===== config.mk =====
export PLATFORM = sky130hd
export DESIGN_NAME = lhmd_seq
export DESIGN_NICKNAME = d
export VERILOG_FILES = /design/src/rtl/core/lhmd_pkg.sv /design/src/rtl/core/lhmd_seq.sv
export SDC_FILE = /design/constraint.sdc
export NUM_CORES = 1
export LEC_CHECK = 0
export CORE_AREA = 2 2 100 102
export CTS_CLUSTER_DIAMETER = 60
export DETAILED_ROUTE_END_ITERATION = 10
export DIE_AREA = 0 0 102 104
export DONT_BUFFER_PORTS = 1
export PLACE_DENSITY = 0.76
export SETUP_SLACK_MARGIN = 0.4
export SYNTH_ARGS = -nofsm -noshare
export SYNTH_HDL_FRONTEND = slang
export SYNTH_SLANG_ARGS = --single-unit

===== constraint.sdc =====
create_clock -name clk -period 3.7 [get_ports clk]
set_input_delay 0.555 -clock clk [delete_from_list [all_inputs] [get_ports clk]]
set_output_delay 0.555 -clock clk [all_outputs]
set_load 0.05 [all_outputs]

===== src/rtl/core/lhmd_pkg.sv =====
`default_nettype none
package lhmd_pkg;

    // Table dimensions.
    localparam int MAX_LEN        = 256;
    localparam int MAX_CHECKS     = 128;
    localparam int MAX_ROW_WEIGHT = 8;
    localparam int MAX_COL_WEIGHT = 4;

    localparam int CC_DEPTH = MAX_CHECKS * MAX_ROW_WEIGHT;
    localparam int BC_DEPTH = MAX_LEN * MAX_COL_WEIGHT;
    localparam int CC_AW    = $clog2(CC_DEPTH);
    localparam int BC_AW    = $clog2(BC_DEPTH);
    localparam int WB_AW    = $clog2(MAX_LEN);

    // Item commands.
    localparam logic [2:0] CMD_LOAD_CHECK = 3'd0;
    localparam logic [2:0] CMD_LOAD_BIT   = 3'd1;
    localparam logic [2:0] CMD_LOAD_WORD  = 3'd2;
    localparam logic [2:0] CMD_DECODE     = 3'd3;
    localparam logic [2:0] CMD_READ       = 3'd4;

    // Configuration register indexes.
    localparam logic [2:0] REG_CODE_LENGTH    = 3'd0;
    localparam logic [2:0] REG_NUM_CHECKS     = 3'd1;
    localparam logic [2:0] REG_ROW_WEIGHT     = 3'd2;
    localparam logic [2:0] REG_COLUMN_WEIGHT  = 3'd3;
    localparam logic [2:0] REG_MAX_ITERATIONS = 3'd4;

    typedef struct packed {
        logic [8:0] code_length;
        logic [7:0] num_checks;
        logic [3:0] row_weight;
        logic [2:0] column_weight;
        logic [7:0] max_iterations;
    } cfg_t;

endpackage
`default_nettype wire


===== src/rtl/core/lhmd_seq.sv =====
`default_nettype none
module lhmd_seq (
    input  wire logic                   clk,
    input  wire logic                   rst_n,
    input  wire lhmd_pkg::cfg_t         cfg,
    input  wire logic                   item_valid,
    output logic                        item_stall,
    input  wire logic [2:0]             cmd,
    input  wire logic [7:0]             index,
    input  wire logic [2:0]             slot,
    input  wire logic [7:0]             value,
    output logic                        result_valid,
    input  wire logic                   result_stall,
    output logic                        decoded_bit,
    output logic                        success,
    output logic [7:0]                  sweeps_used,
    output logic                        cc_we,
    output logic [lhmd_pkg::CC_AW-1:0]  cc_waddr,
    output logic [7:0]                  cc_wdata,
    output logic [lhmd_pkg::CC_AW-1:0]  cc_raddr,
    input  wire logic [7:0]             cc_rdata,
    output logic                        bc_we,
    output logic [lhmd_pkg::BC_AW-1:0]  bc_waddr,
    output logic [6:0]                  bc_wdata,
    output logic [lhmd_pkg::BC_AW-1:0]  bc_raddr,
    input  wire logic [6:0]             bc_rdata,
    output logic                        wb_we,
    output logic [lhmd_pkg::WB_AW-1:0]  wb_waddr,
    output logic                        wb_wdata,
    output logic [lhmd_pkg::WB_AW-1:0]  wb_raddr,
    input  wire logic                   wb_rdata
);
    import lhmd_pkg::*;

    localparam logic [3:0] S_IDLE       = 4'd0;
    localparam logic [3:0] S_READ       = 4'd1;
    localparam logic [3:0] S_BIT        = 4'd2;
    localparam logic [3:0] S_CUR_W      = 4'd3;
    localparam logic [3:0] S_CHK        = 4'd4;
    localparam logic [3:0] S_BC_W       = 4'd5;
    localparam logic [3:0] S_COL        = 4'd6;
    localparam logic [3:0] S_CC_W       = 4'd7;
    localparam logic [3:0] S_WB_W       = 4'd8;
    localparam logic [3:0] S_UPD        = 4'd9;
    localparam logic [3:0] S_SYN_ROW    = 4'd10;
    localparam logic [3:0] S_SYN_COL    = 4'd11;
    localparam logic [3:0] S_SYN_CC_W   = 4'd12;
    localparam logic [3:0] S_SYN_WB_W   = 4'd13;

    logic [3:0] state_reg, state_next;
    logic [8:0] bit_reg, bit_next;
    logic [2:0] j_reg, j_next;
    logic [3:0] k_reg, k_next;
    logic [6:0] row_reg, row_next;
    logic [7:0] r_reg, r_next;
    logic [7:0] col_reg, col_next;
    logic [2:0] ones_reg, ones_next;
    logic       par_reg, par_next;
    logic [7:0] used_reg, used_next;
    logic       rv_reg, rv_next;
    logic       rbit_reg, rbit_next;
    logic       rok_reg, rok_next;
    logic [7:0] rused_reg, rused_next;

    logic [8:0] len;
    logic [7:0] nc;
    logic [3:0] rw;
    logic [2:0] cw;
    logic       accept;
    logic [3:0] twice_ones;
    logic [3:0] votes;

    // Register values clipped to the table sizes.
    assign len = (cfg.code_length > 9'(MAX_LEN)) ? 9'(MAX_LEN) : cfg.code_length;
    assign nc  = (cfg.num_checks > 8'(MAX_CHECKS)) ? 8'(MAX_CHECKS) : cfg.num_checks;
    assign rw  = (cfg.row_weight > 4'(MAX_ROW_WEIGHT)) ? 4'(MAX_ROW_WEIGHT) : cfg.row_weight;
    assign cw  = (cfg.column_weight > 3'(MAX_COL_WEIGHT)) ? 3'(MAX_COL_WEIGHT)
                                                          : cfg.column_weight;

    // Items wait while busy; decode and read items also wait until the result register is free.
    assign item_stall = (state_reg != S_IDLE) ||
                        (rv_reg && (cmd inside {CMD_DECODE, CMD_READ}));
    assign accept     = item_valid && !item_stall;

    assign twice_ones = {ones_reg, 1'b0};
    assign votes      = {1'b0, cw} + 4'd1;

    // Table writes from load items.
    always_comb
    begin
        cc_we    = accept && (cmd == CMD_LOAD_CHECK) && (index < 8'(MAX_CHECKS));
        cc_waddr = {index[6:0], slot};
        cc_wdata = value;
        bc_we    = accept && (cmd == CMD_LOAD_BIT) && (slot < 3'(MAX_COL_WEIGHT));
        bc_waddr = {index, slot[1:0]};
        bc_wdata = value[6:0];
    end

    // Word memory port: load writes, in-place bit updates, and reads; also the table read addresses.
    always_comb
    begin
        wb_we    = 1'b0;
        wb_waddr = index;
        wb_wdata = value[0];
        if (accept && (cmd == CMD_LOAD_WORD))
        begin
            wb_we = 1'b1;
        end
        else if (state_reg == S_UPD)
        begin
            wb_waddr = bit_reg[7:0];
            wb_wdata = (twice_ones > votes);
            wb_we    = (twice_ones != votes);
        end

        case (state_reg)
            S_BIT:                wb_raddr = bit_reg[7:0];
            S_CC_W, S_SYN_CC_W:   wb_raddr = cc_rdata;
            default:              wb_raddr = index;
        endcase

        if (state_reg == S_SYN_COL)
        begin
            cc_raddr = {r_reg[6:0], k_reg[2:0]};
        end
        else
        begin
            cc_raddr = {row_reg, k_reg[2:0]};
        end
        bc_raddr = {bit_reg[7:0], j_reg[1:0]};
    end

    // Decode and read sequencer.
    always_comb
    begin
        state_next = state_reg;
        bit_next   = bit_reg;
        j_next     = j_reg;
        k_next     = k_reg;
        row_next   = row_reg;
        r_next     = r_reg;
        col_next   = col_reg;
        ones_next  = ones_reg;
        par_next   = par_reg;
        used_next  = used_reg;
        rv_next    = rv_reg && result_stall;
        rbit_next  = rbit_reg;
        rok_next   = rok_reg;
        rused_next = rused_reg;

        case (state_reg)
            S_IDLE:
            begin
                if (accept && (cmd == CMD_READ))
                begin
                    state_next = S_READ;
                end
                else if (accept && (cmd == CMD_DECODE))
                begin
                    used_next = 8'd0;
                    bit_next  = 9'd0;
                    r_next    = 8'd0;
                    if (cfg.max_iterations == 8'd0)
                    begin
                        state_next = S_SYN_ROW;
                    end
                    else
                    begin
                        state_next = S_BIT;
                    end
                end
            end
            S_READ:
            begin
                rv_next    = 1'b1;
                rbit_next  = wb_rdata;
                rok_next   = 1'b0;
                rused_next = 8'd0;
                state_next = S_IDLE;
            end
            S_BIT:
            begin
                if (bit_reg == len)
                begin
                    used_next  = used_reg + 8'd1;
                    r_next     = 8'd0;
                    state_next = S_SYN_ROW;
                end
                else
                begin
                    state_next = S_CUR_W;
                end
            end
            S_CUR_W:
            begin
                ones_next  = {2'b00, wb_rdata};
                j_next     = 3'd0;
                state_next = S_CHK;
            end
            S_CHK:
            begin
                if (j_reg == cw)
                begin
                    state_next = S_UPD;
                end
                else
                begin
                    state_next = S_BC_W;
                end
            end
            S_BC_W:
            begin
                row_next   = bc_rdata;
                k_next     = 4'd0;
                par_next   = 1'b0;
                state_next = S_COL;
            end
            S_COL:
            begin
                if (k_reg == rw)
                begin
                    ones_next  = ones_reg + {2'b00, par_reg};
                    j_next     = j_reg + 3'd1;
                    state_next = S_CHK;
                end
                else
                begin
                    state_next = S_CC_W;
                end
            end
            S_CC_W:
            begin
                col_next   = cc_rdata;
                state_next = S_WB_W;
            end
            S_WB_W:
            begin
                // The bit being voted on is left out of its own checks.
                if (col_reg != bit_reg[7:0])
                begin
                    par_next = par_reg ^ wb_rdata;
                end
                k_next     = k_reg + 4'd1;
                state_next = S_COL;
            end
            S_UPD:
            begin
                bit_next   = bit_reg + 9'd1;
                state_next = S_BIT;
            end
            S_SYN_ROW:
            begin
                if (r_reg == nc)
                begin
                    rv_next    = 1'b1;
                    rbit_next  = 1'b0;
                    rok_next   = 1'b1;
                    rused_next = used_reg;
                    state_next = S_IDLE;
                end
                else
                begin
                    k_next     = 4'd0;
                    par_next   = 1'b0;
                    state_next = S_SYN_COL;
                end
            end
            S_SYN_COL:
            begin
                if (k_reg == rw)
                begin
                    if (!par_reg)
                    begin
                        r_next     = r_reg + 8'd1;
                        state_next = S_SYN_ROW;
                    end
                    else if (used_reg == cfg.max_iterations)
                    begin
                        rv_next    = 1'b1;
                        rbit_next  = 1'b0;
                        rok_next   = 1'b0;
                        rused_next = used_reg;
                        state_next = S_IDLE;
                    end
                    else
                    begin
                        bit_next   = 9'd0;
                        state_next = S_BIT;
                    end
                end
                else
                begin
                    state_next = S_SYN_CC_W;
                end
            end
            S_SYN_CC_W:
            begin
                state_next = S_SYN_WB_W;
            end
            S_SYN_WB_W:
            begin
                par_next   = par_reg ^ wb_rdata;
                k_next     = k_reg + 4'd1;
                state_next = S_SYN_COL;
            end
            default:
            begin
                state_next = S_IDLE;
            end
        endcase
    end

    // Control state.
    always_ff @(posedge clk or negedge rst_n)
    begin
        if (!rst_n)
        begin
            state_reg <= S_IDLE;
            rv_reg    <= 1'b0;
        end
        else
        begin
            state_reg <= state_next;
            rv_reg    <= rv_next;
        end
    end

    // Counters and result payload.
    always_ff @(posedge clk)
    begin
        bit_reg   <= bit_next;
        j_reg     <= j_next;
        k_reg     <= k_next;
        row_reg   <= row_next;
        r_reg     <= r_next;
        col_reg   <= col_next;
        ones_reg  <= ones_next;
        par_reg   <= par_next;
        used_reg  <= used_next;
        rbit_reg  <= rbit_next;
        rok_reg   <= rok_next;
        rused_reg <= rused_next;
    end

    assign result_valid = rv_reg;
    assign decoded_bit  = rbit_reg;
    assign success      = rok_reg;
    assign sweeps_used  = rused_reg;

endmodule
`default_nettype wire


# ---- Word-level counts from Yosys, hierarchy flattened
# Cells that the tools add are included.
dict set report op_classes {
  mux 63
  n_reduce_logical 34
  order_cmp 7
  n_bitwise 1
  addsub 7
  n_eq_ne 37
}
# op n
set ops {}
lappend ops {{$mux 8} 13}
lappend ops {{$mux 9} 6}
lappend ops {{$pmux 4 s12} 1}
lappend ops {{$pmux 8 s3} 2}
lappend ops {{$mux 4} 10}
lappend ops {{$pmux 8 s2} 2}
lappend ops {{$pmux 9 s3} 1}
lappend ops {{$eq 4x4->1 const B} 6}
lappend ops {{$ne 2x2->1 const B} 10}
lappend ops {{$add 8x1->8 const B} 2}
lappend ops {{$eq 4x3->1 const B} 4}
lappend ops {{$eq 8x8->1} 2}
lappend ops {{$mux 1} 15}
lappend ops {{$pmux 3 s2} 2}
lappend ops {{$pmux 4 s3} 1}
lappend ops {{$reduce_and 6->1} 2}
lappend ops {{$reduce_bool 3->1} 4}
lappend ops {{$logic_and 1x1->1} 10}
lappend ops {{$mux 10} 1}
lappend ops {{$add 9x1->9 const B} 1}
lappend ops {{$eq 9x9->1} 1}
lappend ops {{$gt 9x9->1 const B} 1}
lappend ops {{$mux 3} 3}
lappend ops {{$pmux 1 s3} 3}
lappend ops {{36 further kinds} 46}
dict set report totals {
  in_bits 74
  ff_bits 66
}

# ---- Logic depth before layout (Yosys ltp)
dict set report depth {
  depth_word 10
  depth_mapped 7
  depth_no_buf 7
}

# ---- Worst setup path before layout
# No wires, ideal clock.
dict set report synth_timing {
  path_type {register to output}
  from {register state_reg[3]}
  to {output port cc_we}
  required_ns 3.145
  path_slack_ns 0.355
  arrival_time_ns 2.790
  path_stages_with_launch 7
  cell_sequence {dfrtp_1 buf_2 or2_1 buf_4 nand2b_1 or3_1 nor4_1}
}
dict set report synth_between {
  elab_chain_cells 6
}
# item line_no
set synth_lines {}
lappend synth_lines {{start, declared} lhmd_seq.sv:50} ;# logic [3:0] state_reg, state_next;
lappend synth_lines {{start signal, assigned} lhmd_seq.sv:323} ;# state_reg <= state_next;
lappend synth_lines {{$reduce_bool 4->1} lhmd_seq.sv:81} ;# assign item_stall = (state_reg != S_IDLE) ||
lappend synth_lines {{$logic_or 1x1->1} lhmd_seq.sv:81}
lappend synth_lines {{$logic_not 1->1} lhmd_seq.sv:83} ;# assign accept = item_valid && !item_stall;
lappend synth_lines {{$logic_and 1x1->1} lhmd_seq.sv:83}
lappend synth_lines {{$logic_and 1x1->1 (2 in series)} lhmd_seq.sv:91} ;# cc_we = accept && (cmd == CMD_LOAD_CHECK) && (index < 8'(MAX_CHECKS));
lappend synth_lines {{end, declared} lhmd_seq.sv:17} ;# output logic cc_we,
# No other way between the ends.

# ---- Final worst setup path
dict set report layout_timing {
  from {register state_reg[2]}
  to {output port cc_raddr[7] in the netlist's numbering}
}
dict set report layout_between {
  elab_chain_cells 2
}
# item line_no
set layout_lines {}
lappend layout_lines {{$eq 4x4->1} lhmd_seq.sv:122} ;# if (state_reg == S_SYN_COL)
lappend layout_lines {{$mux 10} lhmd_seq.sv:122}
lappend layout_lines {{end, declared} lhmd_seq.sv:20} ;# output logic [lhmd_pkg::CC_AW-1:0] cc_raddr,
# No other way between the ends.

==> results.cfg <==
[timing]
slew_headroom_pct = 40.1
fin_skew_ns = 0.00981
fin_crit_sh_pct = 81.2
fin_crit_ns = 3.00
rsz0062_at_grt = false
slew_viol_final = 0
tightest_slew_ns = 0.899
setup_viol_count_final = 0
final.setup.tns_ns = 0
max_freq_mhz = 333
hold_violations = 0

[synthesis]
synth_cell_type_count = 62
ys_warn_count = 0
syn_area_um2 = 4790
netlist_instances = 500
synthTopCellsByArea = edfxtp_1 (38%), buf_4 (8.2%), xor2_1 (4.9%), xnor2_1 (4.8%), nor2_1 (4.2%)
ys.flop_type = edfxtp_1
ys_ff_latch = 66
synth_nets = 584
syn_avg_cell_area_um2 = 9.58
yosys.area.top_type = edfxtp_1
synth-async-reset-ratio_pct = 7.58
synth_enable_flop_cells = 61
seq_area_frac_synth_pct = 40.9
synth_top_area_share_pct = 38.2

[global_route]
globalRouteOverflowTotal = 0
grt_max_degree = 21
antenna_found_initial = 0
grt_pass1_wl_mm = 17.7
grtUsageTotal_pct = 21.4
first_global_vias = 3391

[run_status]
status = complete, no violations

[place]
placed_cells_incl_taps = 574
dp_hpwl_mm = 8.46
gp_congestion = 0.881
port_buffers = 0

[layout]
antenna_cells = 0
largest_reg_flops = 9
seqCellArea_um2 = 1960
drive_gt1_share_pct = 11.4
area_delta_synth_final_pct = 0.340
fill_cells = 890
fin_cells = 591
multi_input_area_um2 = 2320
nets = 537

[detailed_routing]
drcViolationCount = 0
wl_mm = 11.2
drt_iter0_drc = 218
drt-vias-per-instance = 5.88
drt_pre_antenna_iters = 5
wl_per_cell_um = 19.0
ant_nets = 0
num_vias = 3476

[clock_tree]
cts.htree.levels = 3
cts_buffer_depth = 2
cts_tree = done
clock_latency_ns = 0.36
cts_sinks = 66
cts-root-buf = clkbuf_8
path_clk_slew_ns = 0.08
cts_made_buffers = 9

[floorplan]
dieArea_um2 = 10600
core_um2 = 9550
start_util_pct = 50.2
die_w_um = 102
boundaryPins = 161
rows = 36
die_h_um = 104

[worst_setup_path]
crit_path_max_fanout = 16
path_common_cell = buf_4
reg2regPathDepth = 5
cp.arrival_ns = 2.45
cp_data_required_time_ns = 3.14
cp-end-kind = output port
critical_path_class = reg2out
start_kind = flop
worstPathCellList = and2b_1, nand3_2, buf_4, o21ai_1, buf_4
cp_slowest_cell = dfrtp_1
max_stage_delay_ns = 0.56

[min_path]
min_path_type = in2reg
holdPathStages = 0

[power]
p_per_area_nw_per_um2 = 799
p_leak_uw = 0.00180
ir_worst_vdd_v = 0.000442

[run]
cap_viol_max_count = 0
## worst max-delay path, delay by kind of cell, from the launching register on
family          cells  cell delay [ns]
flops               1             0.56
compound gates      1             0.14
buf+inv             2             0.51
simple gates        2             0.88
## metal layers
| layer | part of all wire, % | up-vias | wire, µm | global-route usage, % |
|---|---|---|---|---|
| li1 | - | 1645 | - | - |
| met3 | 8.3 | 19 | 937 | 6.05 |
| met5 | 0 | - | 0 | 0 |
| met1 | 42 | 1648 | 4720 | 27.6 |
| met2 | 48 | 164 | 5380 | 34.4 |
| met4 | 1.7 | 0 | 190 | 7.14 |
## metrics by stage
step	instance area, µm²	total power (µW)	hold WS [ns]	setup slack [ns]	utilization [%]
4_1_cts	4790	3840	0.280	0.475	50.2
5_1_grt	4810	4060	0.270	0.510	50.3
3_5_place_dp	4600	3240	0.260	0.869	48.2
2_1_floorplan	4800	3060	0.259	0.592	-
3_3_place_gp	4600	3210	0.260	0.930	48.2
6_report	4810	3840	0.286	0.696	50.3
## power by group
| part | internal (µW) | switching (µW) |
|---|---|---|
| clock | 306 | 282 |
| combinational | 514 | 950 |
| sequential | 1130 | 655 |
| total | 1950 | 1890 |
## cell usage after synthesis, types with 3 or more instances
cell,n
a21o_1,9
a21oi_1,10
a22o_1,8
a31oi_1,6
and2_1,6
and3_1,16
buf_2,8
buf_4,52
clkbuf_1,16
dfrtp_1,5
edfxtp_1,61
ha_1,10
inv_1,11
mux2_1,4
nand2_1,44
nand2b_1,5
nand3_1,20
nand4_1,3
nand4b_1,4
nor2_1,53
nor2b_1,9
nor3_1,7
nor4_1,11
nor4bb_1,3
o21ai_0,12
o31a_1,3
or2_1,6
or3_1,3
xnor2_1,26
xor2_1,27
## kinds of logic (layout without fill, tap and decap cells)
group,Yosys count,count (layout),share of synthesized area (%)
XOR/XNOR,53,53,9.69
AO/OA/AOI/OAI,73,73,12.0
AND/OR/NAND/NOR,204,204,22.3
multiplexers,6,6,1.38
adder cells (fa/ha/maj),10,10,2.61
flip-flops,66,66,40.9
other,1,1,0.0783
buffers and inverters,87,45,11.1
## area by class of cell
type | instances | share of cell area, %
multi-input combinational | 347 | 48.2
tap | 133 | 3.46
sequential | 66 | 40.7
clock buffer | 10 | 2.66
inverter | 11 | 0.859
clock inverter | 6 | 1.20
timing repair buffer | 18 | 2.86
## layout by cell type (no fill, tap or decap), drive strengths merged, types with 8 or more instances in the layout
master / count
nor2: 53
xor2: 27
nor4: 12
nor2b: 9
a21oi: 10
and3: 16
a22o: 8
inv: 11
edfxtp: 61
buf: 17
nand2: 44
ha: 10
a21o: 9
xnor2: 26
o21ai: 14
clkbuf: 10
nand3: 20
## final timing paths
path / start / end / slack, ns
worst max register to register: state_reg[2]$_DFFE_PN0P_ / bit_reg[5]$_SDFFCE_PN0P_ / 1.09
worst max-delay path: state_reg[2]$_DFFE_PN0P_ / cc_raddr[7] / 0.70
worst min-delay path: cc_rdata[1] / col_reg[1]$_DFFE_PP_ / 0.29
worst min register to register: bit_reg[8]$_SDFFCE_PN0P_ / bit_reg[8]$_SDFFCE_PN0P_ / 0.65
max in group asynchronous: rst_n / result_valid$_DFF_PN0_ / 2.98
min in group asynchronous: rst_n / state_reg[2]$_DFFE_PN0P_ / 0.50
## timing repair
| item | CTS | global route |
|---|---|---|
| resized for setup | 0 | 4 |
| hold endpoints to repair | 5 | 0 |
| hold buffers | 1 | 0 |
| setup endpoints to repair | 0 | 14 |
| setup buffers | 0 | 0 |
(Power assumes the default switching activity.)
